===== src/hw/rtl/pan_tilt_stepper_tracker_defines.svh =====
// Assertion macros shared by the pan-tilt stepper tracker RTL.
`ifndef PAN_TILT_STEPPER_TRACKER_DEFINES_SVH
`define PAN_TILT_STEPPER_TRACKER_DEFINES_SVH
`ifndef NO_ASSERTIONS
// Implication or plain property, checked out of reset.
`define PTS_ASSERT(lbl, clk, rst_n, prop, msg) \
    lbl: assert property (@(posedge clk) disable iff (!rst_n) prop) else $error(msg);
// Condition that must never be seen.
`define PTS_NEVER(lbl, clk, rst_n, expr, msg) \
    lbl: assert property (@(posedge clk) disable iff (!rst_n) !(expr)) else $error(msg);
`else
`define PTS_ASSERT(lbl, clk, rst_n, prop, msg)
`define PTS_NEVER(lbl, clk, rst_n, expr, msg)
`endif
`endif


===== src/hw/rtl/pts_pkg.sv =====
// Types and constants of the pan-tilt stepper tracker.
package pts_pkg;

    localparam int ADDR_W = 4;

    localparam logic [7:0] CH_N    = 8'd78;
    localparam logic [7:0] CH_FIRE = 8'd49;
    localparam logic [7:0] CH_NULL = 8'd48;
    localparam logic [7:0] CH_L    = 8'd76;
    localparam logic [7:0] CH_R    = 8'd82;
    localparam logic [7:0] CH_U    = 8'd85;
    localparam logic [7:0] CH_D    = 8'd68;

    localparam logic [7:0] MOVE_PHASE_END_RST = 8'd50;
    localparam logic [7:0] PHASE_PERIOD_RST   = 8'd100;
    localparam logic [6:0] SCAN_LIMIT_RST     = 7'd50;

    typedef enum logic [1:0] {
        REG_MOVE_PHASE_END = 2'd0,
        REG_PHASE_PERIOD   = 2'd1,
        REG_SCAN_LIMIT     = 2'd2,
        REG_NONE           = 2'd3
    } t_reg_idx;

    typedef struct packed {
        logic [7:0] move_phase_end;
        logic [7:0] phase_period;
        logic [6:0] scan_limit;
    } t_cfg;

    typedef struct packed {
        logic       cmd;
        logic [7:0] target_char;
        logic [7:0] horz_char;
        logic [7:0] vert_char;
    } t_item;

    typedef struct packed {
        logic horz_step;
        logic horz_dir;
        logic vert_step;
        logic vert_dir;
        logic trigger_level;
    } t_pins;

endpackage


===== src/hw/rtl/pts_item_if.sv =====
// Input item channel: tick or command with three characters.
interface pts_item_if;
    logic       valid;
    logic       ready;
    logic       cmd;
    logic [7:0] target_char;
    logic [7:0] horz_char;
    logic [7:0] vert_char;

    modport source (output valid, cmd, target_char, horz_char, vert_char, input ready);
    modport sink   (input valid, cmd, target_char, horz_char, vert_char, output ready);
endinterface


===== src/hw/rtl/pts_result_if.sv =====
// Result item channel: pin levels for one tick.
interface pts_result_if;
    logic valid;
    logic ready;
    logic horz_step;
    logic horz_dir;
    logic vert_step;
    logic vert_dir;
    logic trigger_level;

    modport source (output valid, horz_step, horz_dir, vert_step, vert_dir, trigger_level,
                    input ready);
    modport sink   (input valid, horz_step, horz_dir, vert_step, vert_dir, trigger_level,
                    output ready);
endinterface


===== src/hw/rtl/pts_cfg.sv =====
// APB configuration registers of the tracker.
module pts_cfg
    import pts_pkg::*;
(
    input  logic              i_clk,
    input  logic              i_rst_n,
    input  logic              psel,
    input  logic              penable,
    input  logic              pwrite,
    input  logic [ADDR_W-1:0] paddr,
    input  logic [31:0]       pwdata,
    output logic [31:0]       prdata,
    output logic              pready,
    output t_cfg              o_cfg
);

    t_cfg     r_cfg;
    t_reg_idx w_idx;
    logic     w_wr;

    assign w_idx  = t_reg_idx'(paddr[ADDR_W-1:2]);
    assign w_wr   = psel && penable && pwrite;
    assign pready = 1'b1;
    assign o_cfg  = r_cfg;

    always_ff @(posedge i_clk) begin
        if (!i_rst_n) begin
            r_cfg.move_phase_end <= MOVE_PHASE_END_RST;
            r_cfg.phase_period   <= PHASE_PERIOD_RST;
            r_cfg.scan_limit     <= SCAN_LIMIT_RST;
        end else if (w_wr) begin
            unique case (w_idx)
                REG_MOVE_PHASE_END: r_cfg.move_phase_end <= pwdata[7:0];
                REG_PHASE_PERIOD:   r_cfg.phase_period   <= pwdata[7:0];
                REG_SCAN_LIMIT:     r_cfg.scan_limit     <= pwdata[6:0];
                default: ;
            endcase
        end
    end

    always_comb begin
        unique case (w_idx)
            REG_MOVE_PHASE_END: prdata = {24'd0, r_cfg.move_phase_end};
            REG_PHASE_PERIOD:   prdata = {24'd0, r_cfg.phase_period};
            REG_SCAN_LIMIT:     prdata = {25'd0, r_cfg.scan_limit};
            default:            prdata = '0;
        endcase
    end

endmodule


===== src/hw/rtl/pts_core.sv =====
// Phase counter, latched command and motion decision of the tracker.
`include "pan_tilt_stepper_tracker_defines.svh"
module pts_core
    import pts_pkg::*;
(
    input  logic  i_clk,
    input  logic  i_rst_n,
    input  logic  i_go,
    input  t_item i_item,
    input  t_cfg  i_cfg,
    output t_pins o_pins
);

    logic [7:0]        r_phase, n_phase;
    logic [7:0]        r_scan_pos, n_scan_pos;
    logic              r_horz_dir, n_horz_dir;
    logic              r_vert_dir, n_vert_dir;
    logic              r_horz_mov, n_horz_mov;
    logic              r_vert_mov, n_vert_mov;
    logic              r_trig_idle, n_trig_idle;
    logic [7:0]        r_lat_t, n_lat_t;
    logic [7:0]        r_lat_h, n_lat_h;
    logic [7:0]        r_lat_v, n_lat_v;

    logic              w_above;
    logic [8:0]        w_next9;
    logic              w_restart;
    logic              w_fire;
    logic              w_track;
    logic              w_null;
    logic signed [8:0] w_pos9;
    logic signed [8:0] w_lim9;
    logic signed [8:0] w_pos_c;
    logic signed [8:0] w_pos_n;
    logic              w_scan_dir;

    assign w_above   = r_phase > i_cfg.move_phase_end;
    assign w_next9   = {1'b0, r_phase} + 9'd1;
    assign w_restart = w_above && (w_next9 >= {1'b0, i_cfg.phase_period});
    assign w_fire    = r_lat_t == CH_FIRE;
    assign w_track   = (r_lat_h != CH_N) || (r_lat_v != CH_N);
    assign w_null    = (i_item.target_char == CH_NULL) || (i_item.horz_char == CH_NULL)
                    || (i_item.vert_char == CH_NULL);
    assign w_pos9    = {r_scan_pos[7], r_scan_pos};
    assign w_lim9    = {2'b00, i_cfg.scan_limit};

    // Clamp to the scan window, then step one in the resulting direction.
    always_comb begin
        w_pos_c    = w_pos9;
        w_scan_dir = r_horz_dir;
        if (w_pos_c > w_lim9) begin
            w_pos_c    = w_lim9;
            w_scan_dir = 1'b0;
        end
        if (w_pos_c < -w_lim9) begin
            w_pos_c    = -w_lim9;
            w_scan_dir = 1'b1;
        end
        w_pos_n = w_scan_dir ? w_pos_c + 9'sd1 : w_pos_c - 9'sd1;
    end

    // Pins reflect the state before the tick updates it.
    always_comb begin
        o_pins.horz_step     = w_above ? 1'b0 : r_horz_mov;
        o_pins.horz_dir      = r_horz_dir;
        o_pins.vert_step     = w_above ? 1'b0 : r_vert_mov;
        o_pins.vert_dir      = r_vert_dir;
        o_pins.trigger_level = r_trig_idle;
    end

    always_comb begin
        n_phase     = r_phase;
        n_scan_pos  = r_scan_pos;
        n_horz_dir  = r_horz_dir;
        n_vert_dir  = r_vert_dir;
        n_horz_mov  = r_horz_mov;
        n_vert_mov  = r_vert_mov;
        n_trig_idle = r_trig_idle;
        n_lat_t     = r_lat_t;
        n_lat_h     = r_lat_h;
        n_lat_v     = r_lat_v;
        if (i_go) begin
            if (i_item.cmd) begin
                if (w_null) begin
                    n_lat_t = CH_N;
                    n_lat_h = CH_N;
                    n_lat_v = CH_N;
                end else begin
                    n_lat_t = i_item.target_char;
                    n_lat_h = i_item.horz_char;
                    n_lat_v = i_item.vert_char;
                end
            end else if (!w_above) begin
                n_phase = r_phase + 8'd1;
            end else if (!w_restart) begin
                n_phase = w_next9[7:0];
            end else begin
                n_phase = '0;
                priority if (w_fire) begin
                    n_trig_idle = 1'b0;
                    n_horz_mov  = 1'b0;
                    n_vert_mov  = 1'b0;
                end else if (w_track) begin
                    n_trig_idle = 1'b1;
                    n_horz_mov  = r_lat_h != CH_N;
                    n_vert_mov  = r_lat_v != CH_N;
                    if (r_lat_h == CH_L) begin
                        n_horz_dir = 1'b0;
                    end else if (r_lat_h == CH_R) begin
                        n_horz_dir = 1'b1;
                    end
                    if (r_lat_v == CH_U) begin
                        n_vert_dir = 1'b0;
                    end else if (r_lat_v == CH_D) begin
                        n_vert_dir = 1'b1;
                    end
                end else begin
                    n_trig_idle = 1'b1;
                    n_horz_mov  = 1'b1;
                    n_horz_dir  = w_scan_dir;
                    n_scan_pos  = w_pos_n[7:0];
                end
            end
        end
    end

    always_ff @(posedge i_clk) begin
        if (!i_rst_n) begin
            r_phase     <= '0;
            r_scan_pos  <= '0;
            r_horz_dir  <= 1'b0;
            r_vert_dir  <= 1'b0;
            r_horz_mov  <= 1'b0;
            r_vert_mov  <= 1'b0;
            r_trig_idle <= 1'b1;
            r_lat_t     <= CH_N;
            r_lat_h     <= CH_N;
            r_lat_v     <= CH_N;
        end else begin
            r_phase     <= n_phase;
            r_scan_pos  <= n_scan_pos;
            r_horz_dir  <= n_horz_dir;
            r_vert_dir  <= n_vert_dir;
            r_horz_mov  <= n_horz_mov;
            r_vert_mov  <= n_vert_mov;
            r_trig_idle <= n_trig_idle;
            r_lat_t     <= n_lat_t;
            r_lat_h     <= n_lat_h;
            r_lat_v     <= n_lat_v;
        end
    end

    `PTS_ASSERT(a_restart_clears_phase, i_clk, i_rst_n, i_go && !i_item.cmd && w_restart |=> r_phase == 8'd0, "phase not cleared at period end")
    `PTS_ASSERT(a_fire_stops_axes, i_clk, i_rst_n, i_go && !i_item.cmd && w_restart && w_fire |=> !r_horz_mov && !r_vert_mov && !r_trig_idle, "fire decision left an axis moving")
    `PTS_NEVER(a_no_null_latched, i_clk, i_rst_n, r_lat_t == CH_NULL || r_lat_h == CH_NULL || r_lat_v == CH_NULL, "null character latched")
    `PTS_ASSERT(a_cmd_keeps_pins, i_clk, i_rst_n, i_go && i_item.cmd |=> $stable(r_phase) && $stable(r_horz_mov) && $stable(r_trig_idle), "command item changed motion state")

endmodule


===== src/hw/rtl/pan_tilt_stepper_tracker.sv =====
// An accepted item is held in the item register until it moves on; its result is then registered.
// Throughput: one item per cycle while no tick waits on the result register; a command item gives no result.
// A tick waits while an undrained result sits in the result register; input stalls behind it.
// Each tick updates the phase counter and, at the end of a period, makes one compare-and-clamp decision.
// Reset (i_rst_n low, synchronous) empties both registers and restores state and registers.
// Top level of the pan-tilt stepper tracker.
module pan_tilt_stepper_tracker
    import pts_pkg::*;
(
    input  logic              i_clk,
    input  logic              i_rst_n,
    pts_item_if.sink          i_item,
    pts_result_if.source      o_result,
    input  logic              psel,
    input  logic              penable,
    input  logic              pwrite,
    input  logic [ADDR_W-1:0] paddr,
    input  logic [31:0]       pwdata,
    output logic [31:0]       prdata,
    output logic              pready
);

    t_cfg  w_cfg;
    t_pins w_pins;
    t_item r_item;
    logic  r_item_valid;
    t_pins r_pins;
    logic  r_out_valid;
    logic  w_advance;
    logic  w_in_take;

    pts_cfg u_cfg (
        .i_clk   (i_clk),
        .i_rst_n (i_rst_n),
        .psel    (psel),
        .penable (penable),
        .pwrite  (pwrite),
        .paddr   (paddr),
        .pwdata  (pwdata),
        .prdata  (prdata),
        .pready  (pready),
        .o_cfg   (w_cfg)
    );

    pts_core u_core (
        .i_clk   (i_clk),
        .i_rst_n (i_rst_n),
        .i_go    (w_advance),
        .i_item  (r_item),
        .i_cfg   (w_cfg),
        .o_pins  (w_pins)
    );

    // A held item moves on when it is a command or the result register has room.
    assign w_advance    = r_item_valid && (r_item.cmd || !r_out_valid || o_result.ready);
    assign i_item.ready = !r_item_valid || w_advance;
    assign w_in_take    = i_item.valid && i_item.ready;

    always_ff @(posedge i_clk) begin
        if (!i_rst_n) begin
            r_item_valid <= 1'b0;
        end else if (i_item.ready) begin
            r_item_valid <= i_item.valid;
        end
    end

    always_ff @(posedge i_clk) begin
        if (w_in_take) begin
            r_item.cmd         <= i_item.cmd;
            r_item.target_char <= i_item.target_char;
            r_item.horz_char   <= i_item.horz_char;
            r_item.vert_char   <= i_item.vert_char;
        end
    end

    always_ff @(posedge i_clk) begin
        if (!i_rst_n) begin
            r_out_valid <= 1'b0;
        end else if (w_advance && !r_item.cmd) begin
            r_out_valid <= 1'b1;
        end else if (o_result.ready) begin
            r_out_valid <= 1'b0;
        end
    end

    always_ff @(posedge i_clk) begin
        if (w_advance && !r_item.cmd) begin
            r_pins <= w_pins;
        end
    end

    assign o_result.valid         = r_out_valid;
    assign o_result.horz_step     = r_pins.horz_step;
    assign o_result.horz_dir      = r_pins.horz_dir;
    assign o_result.vert_step     = r_pins.vert_step;
    assign o_result.vert_dir      = r_pins.vert_dir;
    assign o_result.trigger_level = r_pins.trigger_level;

endmodule

===== src/flat_wrapper.sv =====
// flat-port wrapper written by rule: the top's interface ports become plain ports
module pan_tilt_stepper_tracker_flat import pts_pkg::*;
  (i_clk, i_rst_n, psel, penable, pwrite, paddr, pwdata, prdata, pready, i_item_valid, i_item_cmd, i_item_target_char, i_item_horz_char, i_item_vert_char, i_item_ready, o_result_valid, o_result_horz_step, o_result_horz_dir, o_result_vert_step, o_result_vert_dir, o_result_trigger_level, o_result_ready);
  pts_item_if i_item_i ();
  pts_result_if o_result_i ();
  input  logic i_clk;
  input  logic i_rst_n;
  input  logic psel;
  input  logic penable;
  input  logic pwrite;
  input  logic [ADDR_W-1:0] paddr;
  input  logic [31:0] pwdata;
  output logic [31:0] prdata;
  output logic pready;
  input wire logic [$bits(i_item_i.valid)-1:0] i_item_valid;
  input wire logic [$bits(i_item_i.cmd)-1:0] i_item_cmd;
  input wire logic [$bits(i_item_i.target_char)-1:0] i_item_target_char;
  input wire logic [$bits(i_item_i.horz_char)-1:0] i_item_horz_char;
  input wire logic [$bits(i_item_i.vert_char)-1:0] i_item_vert_char;
  output wire logic [$bits(i_item_i.ready)-1:0] i_item_ready;
  output wire logic [$bits(o_result_i.valid)-1:0] o_result_valid;
  output wire logic [$bits(o_result_i.horz_step)-1:0] o_result_horz_step;
  output wire logic [$bits(o_result_i.horz_dir)-1:0] o_result_horz_dir;
  output wire logic [$bits(o_result_i.vert_step)-1:0] o_result_vert_step;
  output wire logic [$bits(o_result_i.vert_dir)-1:0] o_result_vert_dir;
  output wire logic [$bits(o_result_i.trigger_level)-1:0] o_result_trigger_level;
  input wire logic [$bits(o_result_i.ready)-1:0] o_result_ready;
  assign i_item_i.valid = i_item_valid;
  assign i_item_i.cmd = i_item_cmd;
  assign i_item_i.target_char = i_item_target_char;
  assign i_item_i.horz_char = i_item_horz_char;
  assign i_item_i.vert_char = i_item_vert_char;
  assign i_item_ready = i_item_i.ready;
  assign o_result_valid = o_result_i.valid;
  assign o_result_horz_step = o_result_i.horz_step;
  assign o_result_horz_dir = o_result_i.horz_dir;
  assign o_result_vert_step = o_result_i.vert_step;
  assign o_result_vert_dir = o_result_i.vert_dir;
  assign o_result_trigger_level = o_result_i.trigger_level;
  assign o_result_i.ready = o_result_ready;
  pan_tilt_stepper_tracker u_core (.i_clk(i_clk), .i_rst_n(i_rst_n), .i_item(i_item_i), .o_result(o_result_i), .psel(psel), .penable(penable), .pwrite(pwrite), .paddr(paddr), .pwdata(pwdata), .prdata(prdata), .pready(pready));
endmodule

===== config.mk =====
export PLATFORM = sky130hd
export DESIGN_NAME = pan_tilt_stepper_tracker_flat
export DESIGN_NICKNAME = d
export VERILOG_FILES = /design/src/hw/rtl/pts_pkg.sv /design/src/hw/rtl/pts_item_if.sv /design/src/hw/rtl/pts_result_if.sv /design/src/hw/rtl/pts_cfg.sv /design/src/hw/rtl/pts_core.sv /design/src/hw/rtl/pan_tilt_stepper_tracker.sv /design/src/flat_wrapper.sv
export VERILOG_INCLUDE_DIRS = /design/src /design/src/hw/rtl
export SDC_FILE = /design/constraint.sdc
export NUM_CORES = 1
export LEC_CHECK = 0
export ABC_AREA = 0
export BUFFER_PORTS_ARGS = -buffer_cell sky130_fd_sc_hd__buf_2
export CAP_MARGIN = 20
export CORE_ASPECT_RATIO = 1.2
export CORE_MARGIN = 1
export CORE_UTILIZATION = 50
export DETAILED_ROUTE_END_ITERATION = 16
export HOLD_SLACK_MARGIN = 0.03
export PLACE_DENSITY = 0.76
export SYNTH_ARGS = -nofsm -noshare
export SYNTH_HDL_FRONTEND = slang
export SYNTH_SLANG_ARGS = --single-unit
export TNS_END_PERCENT = 30

===== constraint.sdc =====
create_clock -name i_clk -period 5.09 [get_ports i_clk]
set_input_delay 0.509 -clock i_clk [delete_from_list [all_inputs] [get_ports i_clk]]
set_output_delay 0.509 -clock i_clk [all_outputs]
set_load 0.01 [all_outputs]

==> impl_metrics.py <==
metrics = {
    "outcome": {
        "outcome": "complete, no violations",
    },
    "setup_path": {
        "crit_path_end_kind": "flop",
        "arrival_ps": 5140,
        "critPathLaunchType": "flop",
        "max_stage_delay_ps": 540,
        "crit_chain": "inv_1 > ha_1 > nand4_1 > o221ai_2 > a31o_2 > mux2_2 > ha_1 > a21o_1 > a221oi_2 > maj3_2 > or3_4 > and3_4 > nor2_4 > buf_6 > o21ai_4 > ha_4 > nor2_1 > nor2_1 > a211oi_1 > or4_4 > o31ai_4 > or4_1 > a31oi_1",
        "worstPathMaxFanout": 9,
        "worst_path_max_delay_cell": "or4_4",
        "required_ps": 5280,
        "path_class": "reg2reg",
    },
    "route": {
        "vias_per_cell": 5.57,
        "first_pass_iters": 5,
        "wirelength_mm": 12.9,
        "post-route-drc-count": 0,
        "routedWlPerCell_um": 15.1,
        "drt_iter0_drc": 177,
        "ant_nets": 0,
        "vias": 4753,
    },
    "power_and_ir_drop": {
        "power_w": 0.00168,
        "peakVddDrop_mv": 0.232,
        "power_leakage_nw": 2.86,
        "cellPowerDensity_nw_per_um2": 252,
    },
    "sta": {
        "finalClockSkew_ps": 5.48,
        "fmax_ghz": 0.202,
        "setup_viol": 0,
        "fin_crit_ps": 4950,
        "timing.slew.headroom": 0.447,
        "worst_slew_pin_slew_ps": 819,
        "hold_viol_final": 0,
        "fin_crit_sh": 0.972,
        "final_max_slew_viol_count": 0,
    },
    "yosys": {
        "yosysWarningCount": 0,
        "yosysTopAreaCellShare": 0.240,
        "synth-seq-cells": 100,
        "ys_seq_area_frac": 0.395,
        "yosysTopAreaCell": "dfxtp_1",
        "ys_types": 70,
        "syn_inst": 631,
        "syn-cell-area_um2": 5830,
        "synth-edff-count": 30,
        "synth_ff_type": "dfxtp_1",
        "yosys-top-cells-area": "dfxtp_1, edfxtp_1, ha_1",
        "syn_avg_cell_area_um2": 9.23,
        "async_flop_share": 0,
    },
    "job": {
        "maxCapViolations": 0,
    },
    "die": {
        "ios": 108,
        "dieArea_um2": 12100,
        "die_x_um": 101,
        "initial_core_util": 0.521,
        "rows": 42,
        "die_y_um": 120,
        "core_area_um2": 11200,
    },
    "placement": {
        "io_buffers": 56,
        "routabilityCongestion": 0.945,
        "post-place-cells": 833,
        "post-dp-hpwl_mm": 9.59,
    },
    "global_route": {
        "grt_pass1_vias": 4486,
        "grt_use_total": 0.217,
        "grt-ovfl-total": 0,
        "antenna_found_initial": 0,
        "grt_max_degree": 77,
        "grt_pass1_wl_mm": 20.6,
    },
    "clocking": {
        "ctsHoldBuffers": 0,
        "h-tree-depth": 3,
        "cts-root-buf": "clkbuf_16",
        "clk-insertion-delay-late_ps": 340,
        "cts_buffers": 9,
        "cts_tree": "yes",
        "clk_pin_slew_ps": 70,
        "clock_sink_count": 100,
        "clk_path_buf_depth": 2,
    },
    "layout": {
        "layout_commonest_cell": "dfxtp_1",
        "antenna_cells": 0,
        "nFillCells": 983,
        "synthToLayoutAreaGrowth_pct": 14.2,
        "fin_nets": 799,
        "final_layout_size_suffix_gt1_frac": 0.187,
        "fin_cells": 854,
        "final_cell_mix": "dfxtp_1, nand2_1, buf_2",
    },
    "hold_path": {
        "min_path_type": "in2reg",
    },
}
## logic make-up (layout without fill, tap and decap cells)
kind of cell,after synthesis,in the layout,share of synthesized area
fa+ha+maj,37,37,0.0792
xor+xnor,19,19,0.0286
buf+inv,88,134,0.0786
flops,100,100,0.395
mux,35,35,0.0608
simple gates,223,223,0.204
compound gates,127,127,0.153
other cells,2,25,0.00129
## synthesized netlist by cell type (4+ instances only)
cell and count:
dfxtp_1 70, nand2_1 69, nor2b_1 42, ha_1 36
inv_1 33, mux2i_1 32, edfxtp_1 30, o21ai_0 28
buf_4 27, nor2_1 24, nand3_1 20, clkbuf_1 19
a22oi_1 14, xnor2_1 14, o22ai_1 13, nand4_1 11
nor4_1 10, a21boi_0 9, a21o_1 9, a21oi_1 9
o211ai_1 9, nor3_1 8, and3_1 7, nand2b_1 6
a31oi_1 5, xor2_1 5, a211oi_1 4, buf_1 4
nand3b_1 4, o221ai_1 4
## worst max-delay path, delay by kind of cell, from the launching register on
| kind | cells | cell delay (ps) |
|---|---|---|
| simple gates | 8 | 1340 |
| fa+ha+maj | 4 | 1010 |
| mux | 1 | 370 |
| buf+inv | 2 | 240 |
| flops | 1 | 340 |
| compound gates | 8 | 1490 |
## flip-flops by register name, summed over array words and instances, names as in the netlist, 8 cells and up
register                  count
u_core.r_item                25
u_core.u_cfg.o_cfg           23
u_core.u_core.r_lat_h         8
u_core.u_core.r_lat_t         8
u_core.u_core.r_lat_v         8
u_core.u_core.r_phase         8
u_core.u_core.r_scan_pos      8
## through the flow
step / hold WS [ps] / utilization / setup WS [ps] / cell area, um^2 / TNS, ps
floorplan: 406 / - / 19.8 / 5930 / 0
global route: 324 / 0.595 / -23.9 / 6660 / -23.9
global placement: 431 / 0.558 / 134 / 6250 / 0
detailed placement: 434 / 0.558 / 41.3 / 6250 / 0
finish: 334 / 0.595 / 143 / 6660 / 0
CTS: 323 / 0.586 / 11.8 / 6560 / 0
## layout make-up
| type | count | area [um^2] | share of cell area |
|---|---|---|---|
| multi-input cells | 466 | 3220 | 0.484 |
| flip-flops and latches | 100 | 2300 | 0.346 |
| repair buffers | 84 | 502 | 0.0754 |
| clock buffers | 10 | 229 | 0.0344 |
| well taps | 154 | 193 | 0.0290 |
| inverters | 34 | 128 | 0.0192 |
| clock inverters | 6 | 81.3 | 0.0122 |
## layer usage
layer	vias to the layer above	share of wire	global-route usage
li1	2331	-	-
met1	2244	0.41	0.255
met2	146	0.52	0.392
met3	32	0.051	0.0370
met4	0	0.024	0.0842
met5	-	0	0
## report_power, final
part | switching [W] | internal [W] | total [W]
Sequential | 0.0000138 | 0.000844 | 0.000858
Clock | 0.000309 | 0.000392 | 0.000701
Combinational | 0.0000708 | 0.0000490 | 0.000120
Total | 0.000394 | 0.00128 | 0.00168
## worst paths after layout
| check | start | to | slack, ps | cells after the start |
|---|---|---|---|---|
| worst max-delay path | u_core.u_cfg.o_cfg[3] | u_core.u_core.r_scan_pos[7] | 140 | 23 |
| worst min-delay path | i_item_target_char[5] | u_core.r_item[21] | 330 | 1 |
| worst min register to register | u_core.u_core.r_trig_idle | u_core.o_result.trigger_level | 460 | 0 |
| worst max register to register | u_core.u_cfg.o_cfg[3] | u_core.u_core.r_scan_pos[7] | 140 | 23 |
## timing repair
action,CTS,global route
setup endpoints to repair,1,4
gates resized for setup,1,9
endpoints found under the hold margin,0,0
pin swaps,0,8
buffers inserted,0,4
(Power assumes the default switching activity.)
